<file path="src/design/ptidx_pkg.sv">
// Shared types and constants for the periodic tile index unit.
// No dependencies; every other design file imports this package.
package ptidx_pkg;

    localparam int NUM_COORDS = 3;
    localparam int COORD_W    = 5;
    localparam int INDEX_W    = 15;
    localparam int DEPTH_W    = 4;
    localparam int DIMS_W     = 2;
    localparam int CFG_IDX_W  = 2;
    localparam int CFG_DATA_W = 4;

    // Configuration register indexes.
    typedef enum logic [CFG_IDX_W-1:0] {
        REG_DEPTH       = 2'd0,
        REG_ACTIVE_DIMS = 2'd1,
        REG_ZERO_TILE   = 2'd2,
        REG_NEG_HALF    = 2'd3
    } ptidx_reg_t;

    // Control that travels with an item down the pipeline.
    typedef struct packed {
        logic              inrange;
        logic [DIMS_W-1:0] dims;
    } ptidx_ctl_t;

endpackage

</file>
<file path="src/design/periodic_tile_index_unit.sv">
// Top level of the periodic tile index unit.
// Depends on ptidx_pkg, ptidx_prep, ptidx_mac and ptidx_rank.

// The unit takes one tile offset (up to three signed coordinates) per item
// and returns whether that tile is in the periodic image list and at which
// row. It accepts one item every clock cycle while in_stall is low. The
// four register stages are the range check and offset stage, two
// multiply-accumulate stages that each fold one more coordinate into a
// base 2*depth+1 value (two 15 by 5 bit multiplies each, one for the value
// and one for the tile count), and the compare stage that ranks the value
// against the centre tile and holds the output register. A stall on the
// output side holds the output stage and each full stage right behind it;
// stages behind a gap move up. It reaches the input stall only once all
// stages are full, so no item is lost or repeated. Configuration registers
// should be written only while the pipeline is empty.
module periodic_tile_index_unit #(
    parameter int MAX_DIMS  = 3,
    parameter int MAX_DEPTH = 15
) (
    input  logic                                    clk,
    input  logic                                    rst_n,
    input  logic                                    cfg_we,
    input  logic [ptidx_pkg::CFG_IDX_W-1:0]         cfg_index,
    input  logic [ptidx_pkg::CFG_DATA_W-1:0]        cfg_wdata,
    input  logic                                    in_valid,
    output logic                                    in_stall,
    input  logic signed [ptidx_pkg::COORD_W-1:0]    coord_0,
    input  logic signed [ptidx_pkg::COORD_W-1:0]    coord_1,
    input  logic signed [ptidx_pkg::COORD_W-1:0]    coord_2,
    output logic                                    out_valid,
    input  logic                                    out_stall,
    output logic                                    found,
    output logic [ptidx_pkg::INDEX_W-1:0]           tile_index
);
    import ptidx_pkg::*;

    // Only three coordinates exist on the ports, so the dimension clamp
    // never exceeds three.
    localparam int EFF_DIMS = (MAX_DIMS < NUM_COORDS) ? MAX_DIMS : NUM_COORDS;
    localparam int GMAX     = 2 * MAX_DEPTH + 1;
    localparam int GW       = $clog2(GMAX + 1);
    localparam int UW       = $clog2(GMAX);
    localparam int VW       = $clog2(GMAX ** EFF_DIMS + 1);

    // Configuration registers.
    logic [DEPTH_W-1:0] depth_reg;
    logic [DIMS_W-1:0]  dims_reg;
    logic               zero_reg;
    logic               neg_reg;

    always_ff @(posedge clk or negedge rst_n)
    begin
        if (!rst_n)
        begin
            depth_reg <= DEPTH_W'(1);
            dims_reg  <= DIMS_W'(3);
            zero_reg  <= 1'b1;
            neg_reg   <= 1'b1;
        end
        else if (cfg_we)
        begin
            case (ptidx_reg_t'(cfg_index))
                REG_DEPTH:       depth_reg <= cfg_wdata[DEPTH_W-1:0];
                REG_ACTIVE_DIMS: dims_reg  <= cfg_wdata[DIMS_W-1:0];
                REG_ZERO_TILE:   zero_reg  <= cfg_wdata[0];
                REG_NEG_HALF:    neg_reg   <= cfg_wdata[0];
                default:         depth_reg <= depth_reg;
            endcase
        end
    end

    // Stage interconnect.
    logic signed [COORD_W-1:0] coord [NUM_COORDS];

    logic              s1_valid, s1_ready;
    ptidx_ctl_t        s1_ctl;
    logic [GW-1:0]     s1_g;
    logic [VW-1:0]     s1_acc, s1_n;
    logic [UW-1:0]     s1_u [NUM_COORDS];

    logic              s2_valid, s2_ready;
    ptidx_ctl_t        s2_ctl;
    logic [GW-1:0]     s2_g;
    logic [VW-1:0]     s2_acc, s2_n;
    logic [UW-1:0]     s2_u [NUM_COORDS];

    logic              s3_valid, s3_ready;
    ptidx_ctl_t        s3_ctl;
    logic [VW-1:0]     s3_acc, s3_n;

    logic              s4_ready;

    assign coord[0] = coord_0;
    assign coord[1] = coord_1;
    assign coord[2] = coord_2;

    assign in_stall = !s1_ready;

    // Stage 1: clamp the configuration, range-check and offset coordinates.
    ptidx_prep #(
        .MAX_DEPTH (MAX_DEPTH),
        .EFF_DIMS  (EFF_DIMS)
    ) u_prep (
        .clk       (clk),
        .rst_n     (rst_n),
        .cfg_depth (depth_reg),
        .cfg_dims  (dims_reg),
        .valid_in  (in_valid),
        .ready_up  (s1_ready),
        .coord     (coord),
        .ready_dn  (s2_ready),
        .valid_out (s1_valid),
        .ctl_out   (s1_ctl),
        .g_out     (s1_g),
        .acc_out   (s1_acc),
        .n_out     (s1_n),
        .u_out     (s1_u)
    );

    // Stage 2: fold in the second coordinate.
    ptidx_mac #(
        .MAX_DEPTH (MAX_DEPTH),
        .EFF_DIMS  (EFF_DIMS),
        .STEP      (1)
    ) u_mac1 (
        .clk       (clk),
        .rst_n     (rst_n),
        .valid_in  (s1_valid),
        .ready_up  (s2_ready),
        .ctl_in    (s1_ctl),
        .g_in      (s1_g),
        .acc_in    (s1_acc),
        .n_in      (s1_n),
        .u_in      (s1_u),
        .ready_dn  (s3_ready),
        .valid_out (s2_valid),
        .ctl_out   (s2_ctl),
        .g_out     (s2_g),
        .acc_out   (s2_acc),
        .n_out     (s2_n),
        .u_out     (s2_u)
    );

    // Stage 3: fold in the third coordinate.
    ptidx_mac #(
        .MAX_DEPTH (MAX_DEPTH),
        .EFF_DIMS  (EFF_DIMS),
        .STEP      (2)
    ) u_mac2 (
        .clk       (clk),
        .rst_n     (rst_n),
        .valid_in  (s2_valid),
        .ready_up  (s3_ready),
        .ctl_in    (s2_ctl),
        .g_in      (s2_g),
        .acc_in    (s2_acc),
        .n_in      (s2_n),
        .u_in      (s2_u),
        .ready_dn  (s4_ready),
        .valid_out (s3_valid),
        .ctl_out   (s3_ctl),
        .g_out     (),
        .acc_out   (s3_acc),
        .n_out     (s3_n),
        .u_out     ()
    );

    // Stage 4: rank against the centre tile; this is the output register.
    ptidx_rank #(
        .MAX_DEPTH (MAX_DEPTH),
        .EFF_DIMS  (EFF_DIMS)
    ) u_rank (
        .clk          (clk),
        .rst_n        (rst_n),
        .zero_tile_en (zero_reg),
        .neg_half_en  (neg_reg),
        .valid_in     (s3_valid),
        .ready_up     (s4_ready),
        .ctl_in       (s3_ctl),
        .acc_in       (s3_acc),
        .n_in         (s3_n),
        .ready_dn     (!out_stall),
        .valid_out    (out_valid),
        .found_out    (found),
        .index_out    (tile_index)
    );

endmodule

</file>
<file path="src/design/ptidx_prep.sv">
// First pipeline stage: clamps the configuration, checks coordinate ranges
// and offsets each coordinate by depth. Depends on ptidx_pkg.
module ptidx_prep #(
    parameter int MAX_DEPTH = 15,
    parameter int EFF_DIMS  = 3,
    localparam int GMAX = 2 * MAX_DEPTH + 1,
    localparam int DW   = $clog2(MAX_DEPTH + 1),
    localparam int GW   = $clog2(GMAX + 1),
    localparam int UW   = $clog2(GMAX),
    localparam int VW   = $clog2(GMAX ** EFF_DIMS + 1)
) (
    input  logic                                 clk,
    input  logic                                 rst_n,
    input  logic [ptidx_pkg::DEPTH_W-1:0]        cfg_depth,
    input  logic [ptidx_pkg::DIMS_W-1:0]         cfg_dims,
    input  logic                                 valid_in,
    output logic                                 ready_up,
    input  logic signed [ptidx_pkg::COORD_W-1:0] coord [ptidx_pkg::NUM_COORDS],
    input  logic                                 ready_dn,
    output logic                                 valid_out,
    output ptidx_pkg::ptidx_ctl_t                ctl_out,
    output logic [GW-1:0]                        g_out,
    output logic [VW-1:0]                        acc_out,
    output logic [VW-1:0]                        n_out,
    output logic [UW-1:0]                        u_out [ptidx_pkg::NUM_COORDS]
);
    import ptidx_pkg::*;

    logic             valid_reg;
    logic             valid_next;
    logic             load;
    logic [DW-1:0]    d;
    logic [GW-1:0]    g_next;
    ptidx_ctl_t       ctl_next;
    ptidx_ctl_t       ctl_reg;
    logic [GW-1:0]    g_reg;
    logic [VW-1:0]    acc_reg;
    logic [VW-1:0]    n_reg;
    logic [UW-1:0]    u_next [NUM_COORDS];
    logic [UW-1:0]    u_reg  [NUM_COORDS];

    assign ready_up   = !valid_reg || ready_dn;
    assign load       = valid_in && ready_up;
    assign valid_next = ready_up ? valid_in : valid_reg;

    always_comb
    begin
        logic [DIMS_W-1:0]  dims;
        logic               ok;
        logic signed [5:0]  xs;
        logic signed [5:0]  ds;
        logic signed [5:0]  sum;

        if (cfg_depth > DEPTH_W'(MAX_DEPTH))
        begin
            d = DW'(MAX_DEPTH);
        end
        else
        begin
            d = DW'(cfg_depth);
        end
        g_next = GW'({d, 1'b1});

        if (cfg_dims == '0)
        begin
            dims = DIMS_W'(1);
        end
        else if (cfg_dims > DIMS_W'(EFF_DIMS))
        begin
            dims = DIMS_W'(EFF_DIMS);
        end
        else
        begin
            dims = cfg_dims;
        end

        ok = 1'b1;
        ds = signed'({2'b00, DEPTH_W'(d)});
        for (int j = 0; j < NUM_COORDS; j++)
        begin
            xs        = signed'({coord[j][COORD_W-1], coord[j]});
            sum       = xs + ds;
            u_next[j] = UW'(sum);
            if (DIMS_W'(j) < dims && (sum < 0 || xs > ds))
            begin
                ok = 1'b0;
            end
        end

        ctl_next.inrange = ok;
        ctl_next.dims    = dims;
    end

    always_ff @(posedge clk or negedge rst_n)
    begin
        if (!rst_n)
        begin
            valid_reg <= 1'b0;
        end
        else
        begin
            valid_reg <= valid_next;
        end
    end

    always_ff @(posedge clk)
    begin
        if (load)
        begin
            ctl_reg <= ctl_next;
            g_reg   <= g_next;
            acc_reg <= VW'(u_next[0]);
            n_reg   <= VW'(g_next);
            u_reg   <= u_next;
        end
    end

    assign valid_out = valid_reg;
    assign ctl_out   = ctl_reg;
    assign g_out     = g_reg;
    assign acc_out   = acc_reg;
    assign n_out     = n_reg;
    assign u_out     = u_reg;

endmodule

</file>
<file path="src/design/ptidx_mac.sv">
// One Horner step of the mixed-radix value: acc = acc * g + u[STEP], and
// the tile count n = n * g, when the coordinate is in use. Depends on ptidx_pkg.
module ptidx_mac #(
    parameter int MAX_DEPTH = 15,
    parameter int EFF_DIMS  = 3,
    parameter int STEP      = 1,
    localparam int GMAX = 2 * MAX_DEPTH + 1,
    localparam int GW   = $clog2(GMAX + 1),
    localparam int UW   = $clog2(GMAX),
    localparam int VW   = $clog2(GMAX ** EFF_DIMS + 1)
) (
    input  logic                  clk,
    input  logic                  rst_n,
    input  logic                  valid_in,
    output logic                  ready_up,
    input  ptidx_pkg::ptidx_ctl_t ctl_in,
    input  logic [GW-1:0]         g_in,
    input  logic [VW-1:0]         acc_in,
    input  logic [VW-1:0]         n_in,
    input  logic [UW-1:0]         u_in  [ptidx_pkg::NUM_COORDS],
    input  logic                  ready_dn,
    output logic                  valid_out,
    output ptidx_pkg::ptidx_ctl_t ctl_out,
    output logic [GW-1:0]         g_out,
    output logic [VW-1:0]         acc_out,
    output logic [VW-1:0]         n_out,
    output logic [UW-1:0]         u_out [ptidx_pkg::NUM_COORDS]
);
    import ptidx_pkg::*;

    logic             valid_reg;
    logic             valid_next;
    logic             load;
    logic [VW+GW-1:0] prod_acc;
    logic [VW+GW-1:0] prod_n;
    logic [VW-1:0]    acc_next;
    logic [VW-1:0]    n_next;
    ptidx_ctl_t       ctl_reg;
    logic [GW-1:0]    g_reg;
    logic [VW-1:0]    acc_reg;
    logic [VW-1:0]    n_reg;
    logic [UW-1:0]    u_reg [NUM_COORDS];

    assign ready_up   = !valid_reg || ready_dn;
    assign load       = valid_in && ready_up;
    assign valid_next = ready_up ? valid_in : valid_reg;

    assign prod_acc = {{GW{1'b0}}, acc_in} * {{VW{1'b0}}, g_in};
    assign prod_n   = {{GW{1'b0}}, n_in} * {{VW{1'b0}}, g_in};

    always_comb
    begin
        if (ctl_in.dims > DIMS_W'(STEP))
        begin
            acc_next = VW'(prod_acc + (VW+GW)'(u_in[STEP]));
            n_next   = VW'(prod_n);
        end
        else
        begin
            acc_next = acc_in;
            n_next   = n_in;
        end
    end

    always_ff @(posedge clk or negedge rst_n)
    begin
        if (!rst_n)
        begin
            valid_reg <= 1'b0;
        end
        else
        begin
            valid_reg <= valid_next;
        end
    end

    always_ff @(posedge clk)
    begin
        if (load)
        begin
            ctl_reg <= ctl_in;
            g_reg   <= g_in;
            acc_reg <= acc_next;
            n_reg   <= n_next;
            u_reg   <= u_in;
        end
    end

    assign valid_out = valid_reg;
    assign ctl_out   = ctl_reg;
    assign g_out     = g_reg;
    assign acc_out   = acc_reg;
    assign n_out     = n_reg;
    assign u_out     = u_reg;

endmodule

</file>
<file path="src/design/ptidx_rank.sv">
// Last pipeline stage: compares the mixed-radix value with the centre tile
// and forms the row index; holds the output register. Depends on ptidx_pkg.
module ptidx_rank #(
    parameter int MAX_DEPTH = 15,
    parameter int EFF_DIMS  = 3,
    localparam int GMAX = 2 * MAX_DEPTH + 1,
    localparam int VW   = $clog2(GMAX ** EFF_DIMS + 1)
) (
    input  logic                          clk,
    input  logic                          rst_n,
    input  logic                          zero_tile_en,
    input  logic                          neg_half_en,
    input  logic                          valid_in,
    output logic                          ready_up,
    input  ptidx_pkg::ptidx_ctl_t         ctl_in,
    input  logic [VW-1:0]                 acc_in,
    input  logic [VW-1:0]                 n_in,
    input  logic                          ready_dn,
    output logic                          valid_out,
    output logic                          found_out,
    output logic [ptidx_pkg::INDEX_W-1:0] index_out
);
    import ptidx_pkg::*;

    logic               valid_reg;
    logic               valid_next;
    logic               load;
    logic [VW-1:0]      centre;
    logic [VW-1:0]      iz;
    logic               found_next;
    logic [VW-1:0]      row_next;
    logic               found_reg;
    logic [INDEX_W-1:0] index_reg;

    assign ready_up   = !valid_reg || ready_dn;
    assign load       = valid_in && ready_up;
    assign valid_next = ready_up ? valid_in : valid_reg;

    // The tile count is odd, so the centre value (n - 1) / 2 is n >> 1.
    assign centre = n_in >> 1;
    assign iz     = VW'(zero_tile_en);

    always_comb
    begin
        found_next = 1'b0;
        row_next   = '0;
        if (ctl_in.inrange)
        begin
            if (acc_in == centre)
            begin
                found_next = zero_tile_en;
            end
            else if (acc_in > centre)
            begin
                found_next = 1'b1;
                row_next   = acc_in - centre - VW'(1) + iz;
            end
            else
            begin
                // Negated half: iz + centre + (centre - v - 1) = iz + n - 2 - v.
                found_next = neg_half_en;
                if (neg_half_en)
                begin
                    row_next = n_in - acc_in - VW'(2) + iz;
                end
            end
        end
    end

    always_ff @(posedge clk or negedge rst_n)
    begin
        if (!rst_n)
        begin
            valid_reg <= 1'b0;
        end
        else
        begin
            valid_reg <= valid_next;
        end
    end

    always_ff @(posedge clk)
    begin
        if (load)
        begin
            found_reg <= found_next;
            index_reg <= INDEX_W'(row_next);
        end
    end

    assign valid_out = valid_reg;
    assign found_out = found_reg;
    assign index_out = index_reg;

endmodule

</file>
<file path="config.mk">
export PLATFORM = sky130hd
export DESIGN_NAME = periodic_tile_index_unit
export DESIGN_NICKNAME = d
export VERILOG_FILES = /design/src/design/ptidx_pkg.sv /design/src/design/periodic_tile_index_unit.sv /design/src/design/ptidx_prep.sv /design/src/design/ptidx_mac.sv /design/src/design/ptidx_rank.sv
export SDC_FILE = /design/constraint.sdc
export NUM_CORES = 1
export LEC_CHECK = 0
export BUFFER_PORTS_ARGS = -buffer_cell sky130_fd_sc_hd__buf_2
export CAP_MARGIN = 5
export CORE_UTILIZATION = 60
export DETAILED_ROUTE_END_ITERATION = 6
export PLACE_DENSITY = 0.87
export SYNTH_ARGS = -nofsm -noshare
export SYNTH_HDL_FRONTEND = slang
export SYNTH_HIERARCHICAL = 1
export SYNTH_SLANG_ARGS = --single-unit
</file>
<file path="constraint.sdc">
create_clock -name clk -period 5.1 [get_ports clk]
set_input_delay 0.51 -clock clk [delete_from_list [all_inputs] [get_ports clk]]
set_output_delay 0.51 -clock clk [all_outputs]
set_load 0.01 [all_outputs]
</file>
Word-level counts from Yosys, hierarchy flattened
Index checks and enable logic that the tools add are counted.
Operators by class
  $add $sub $neg: 11
  multipliers: 4
  magnitude comparators: 14
  equality and inequality tests: 4
  multiplexer cells: 12
  bitwise operators: 1
  reductions and logical operators: 28
Operators by type and width (count)
  15-bit two-way mux: 4
  15-bit by 1-bit adder with 15-bit output: 2
  5-bit by 5-bit multiplier with 10-bit output: 2
  5-bit by 5-bit adder with 6-bit output: 3
  6-bit by 1-bit less-than comparator with 1-bit output, second input constant: 3
  15-bit by 5-bit adder with 15-bit output: 1
  15-bit by 14-bit == test with 1-bit output: 1
  15-bit by 14-bit greater-than comparator with 1-bit output: 1
  5-bit greater-than comparator: 3
  10-bit by 5-bit multiplier with 15-bit output: 1
  15-bit by 5-bit multiplier with 15-bit output: 1
  15-bit by 1-bit subtractor with 15-bit output, second input constant: 1
  15-bit by 14-bit subtractor with 15-bit output: 1
  15-bit subtractor: 1
  15-bit by 2-bit subtractor with 15-bit output, second input constant: 1
  10-bit by 5-bit adder with 11-bit output: 1
  5-bit two-way mux: 2
  2-bit AND reduction: 4
  1-bit logical AND: 7
  1-bit logical OR: 7
  1-bit zero test: 6
  2-bit == test, second input constant: 2
  2-bit greater-than comparator, second input constant: 2
  4-bit greater-than comparator, second input constant: 1
  other kinds (10): 16
Word-level totals
  bits in registers: 118
  input bits: 26
  output and inout bits: 18
  logic and storage cells: 101

Logic depth before layout (Yosys ltp)
  depth in word-level cells: 7
  gate-level depth with buffers: 17

By module
Netlist, hierarchy kept.
Modules (own cells, without submodules)
  ptidx_mac (u_mac2): times used 1, cells each 607, area an instance 5963.2 um^2, seq. area each 1616.6 um^2
  ptidx_mac (u_mac1): times used 1, cells each 565, area an instance 5874.4 um^2, seq. area each 1616.6 um^2
  ptidx_rank: times used 1, cells each 354, area an instance 2790.2 um^2, seq. area each 505.5 um^2
  ptidx_prep: times used 1, cells each 160, area an instance 1732.9 um^2, seq. area each 685.7 um^2
  periodic_tile_index_unit: times used 1, cells each 22, area an instance 342.8 um^2, seq. area each 206.4 um^2

Least setup slack after synthesis
OpenSTA, ideal clock, no wires.
  path kind: reg-to-reg
  from: register u_prep.n_reg[1] (netlist: u_prep/n_out[1])
  to: register u_mac1.n_reg[9] (netlist: u_mac1/n_out[9]) (data pin)
  library setup time: 0.260 ns
  arrival time: 3.851 ns
  required time: 4.840 ns
  path slack: 0.989 ns
  stages on the path, launching flop included: 15
  period minus slack after synthesis: 4.111 ns
  cells stage by stage: edfxtp_1 > buf_4 > and2_1 > fa_1 > fa_1 > inv_1 > fa_1 > inv_1 > ha_1 > a21oi_2 > nor2b_1 > a311oi_4 > o21ai_2 > xor2_1 > mux2_2
Between the ends
  cells in the longest elaborated chain, start to end: 1
Ends and longest elaborated chain
  from (decl): RTL line ptidx_prep.sv:38  | logic [VW-1:0] n_reg;
  from (signal assigned): RTL line ptidx_prep.sv:113  | n_reg <= VW'(g_next);
  5-bit by 5-bit multiplier with 10-bit output: RTL line ptidx_mac.sv:49  | assign prod_n = {{GW{1'b0}}, n_in} * {{VW{1'b0}}, g_in};
  to (signal assigned): RTL line ptidx_mac.sv:84  | n_reg <= n_next;
  to (decl): RTL line ptidx_mac.sv:41  | logic [VW-1:0] n_reg;
No other way between the ends.
A chain may end at the register's enable or synchronous reset.

==> impl_metrics.yaml <==
outcome:
  status: "complete, but fails checks"
  violations: "DRC"
route:
  drt-pass1-iter-count: 7
  routedWlPerCell_microns: 16.7
  final_antenna_net_count: 0
  wirelength_microns: 33900
  avgViaCountPerCell: 5.76
  drc: 5
  drt_iter0_drc: 1080
  vias: 11698
placement:
  dp_hpwl_microns: 25900
  gp_congestion: 0.959
  pre_cts_ws_ps: 525
  port_buffers: 43
global_route:
  grt-ovfl-total: 0
  grt_pass1_wl_microns: 55500
  grt.total_usage_pct: 26.2
  grt_max_degree: 61
  grt_pass1_vias: 11620
  grt_antenna_before_repair: 0
hold_path:
  hold_start: "in_valid"
  hold_class: "in2reg"
clock_network:
  numCtsBuffers: 17
  clk_pin_slew_ps: 60
  clock_latency_ps: 430
  cts_setup_buffers: 0
  ctsResizeCount: 0
  cts_tree: "yes"
  cts.sinks: 124
  root_buffer: "clkbuf_16"
  htree_levels: 4
  cts_max_path_buffers: 2
timing:
  setup_viol: 0
  final_hold_viol_count: 0
  skew_ps: 16.0
  period_needed_ps: 4650
  slew_headroom_pct: 16.3
  max_freq_mhz: 215
  rsz0062_at_grt: "no"
  worst_pin_slew_ps: 1260
  fin_crit_sh_pct: 91.1
  fin_tns_setup_ps: 0
  final.setup.worst_slack_ps: 453
  hold_slack_ps: 292
  finalMaxSlewViolations: 0
floorplan:
  dieHeight_microns: 164
  ios: 44
  start_util_pct: 61.8
  die_w_microns: 164
  rows: 58
  dieArea_sq_um: 26800
  coreArea_sq_um: 25400
worst_setup_path:
  endpoint_kind: "flip-flop"
  cp.arrival_ps: 4820
  r2r-start: "u_prep/n_out[2]$_DFFE_PP_"
  required_ps: 5270
  crit_fanout: 33
  start_kind: "flip-flop"
  criticalPathCategory: "reg2reg"
  r2r_slack_ps: 450
  crit_path_start: "u_prep/n_out[2]$_DFFE_PP_"
synth:
  syn_area_sq_um: 15700
  syn_inst: 1671
  syn_avg_cell_area_sq_um: 9.40
  yosysWarnings: 6
cells_and_area:
  drive_gt1_share_pct: 9.17
  antennaDiodeCount: 0
  synthToLayoutAreaGrowth_pct: 6.05
  final_nets: 2010
run:
  cap_violations: 0
==> per-layer routing <==
metal | global-route usage [%] | wire [microns]
met5 | 0 | 0
met4 | 11.2 | 1140
met3 | 3.01 | 1590
met2 | 46.0 | 17300
met1 | 32.5 | 14000
==> path summary, 6_finish.rpt <==
check                                          endpoint  cells after the start
max in group asynchronous           neg_reg$_DFFE_PN1P_                      2
min reg2reg                 u_mac1/ctl_out[0]$_DFFE_PP_                      0
max reg2reg                 u_mac1/acc_out[9]$_DFFE_PP_                     13
min in group asynchronous  u_rank/valid_out$_DFFE_PN0N_                      2
min                        u_prep/valid_out$_DFFE_PN0N_                      2
max                         u_mac1/acc_out[9]$_DFFE_PP_                     13
==> metrics by stage <==
stage	utilization, %	instance area [sq um]	instances
CTS	65.6	16700	2031
floorplan	-	15800	1691
global placement	63.3	16100	1998
finish	65.6	16700	2031
global route	65.6	16700	2031
detailed placement	63.3	16100	1998
==> cell type report <==
| cell class | count | area [sq um] |
|---|---|---|
| tap | 330 | 413 |
| inverter | 288 | 1080 |
| fill | 1868 | 8740 |
| multi-input combinational | 1205 | 10600 |
| clock inverter | 11 | 120 |
| sequential | 124 | 3670 |
| clock buffer | 21 | 450 |
| timing repair buffer | 52 | 298 |
==> worst max-delay path, cell delays in order (launching register included) <==
cell      delay, ps
edfxtp_1        950
and2_1          250
fa_1            440
fa_1            540
inv_1            60
fa_1            530
inv_1            40
ha_1            360
a21o_1          190
a21o_1          190
a41oi_2         260
o21ai_1         160
xor2_1          160
mux2_2          270
==> layout by cell type (no fill, tap or decap), types with 7 or more instances in the layout <==
cell       count
inv_1        288
and2_1       202
ha_1         154
fa_1         142
nand2_1      119
edfxtp_1     112
a21oi_1       71
xnor2_1       62
nor2_1        54
o21ai_0       45
buf_2         43
mux2_2        39
xor2_1        30
conb_1        22
a21o_1        20
nor3_1        18
clkbuf_16     17
nand2b_1      16
nand3_1       14
o21a_1        13
o211ai_1      13
or3_1         13
o21ai_1       12
a211oi_1      10
o21bai_1       9
nor2b_1        8
and3_1         8
dfrtp_1        7
nand4_1        7
nor3b_1        7
buf_4          7
==> what timing repair did <==
action | in CTS | in global routing
hold buffers | 1 | 0
endpoints found under the setup margin | 0 | 0
hold endpoints to repair | 7 | 0
Power is left out: the tool's default activity adds up to more than one toggle a clock period on the data nets, which glitch-free logic cannot reach.
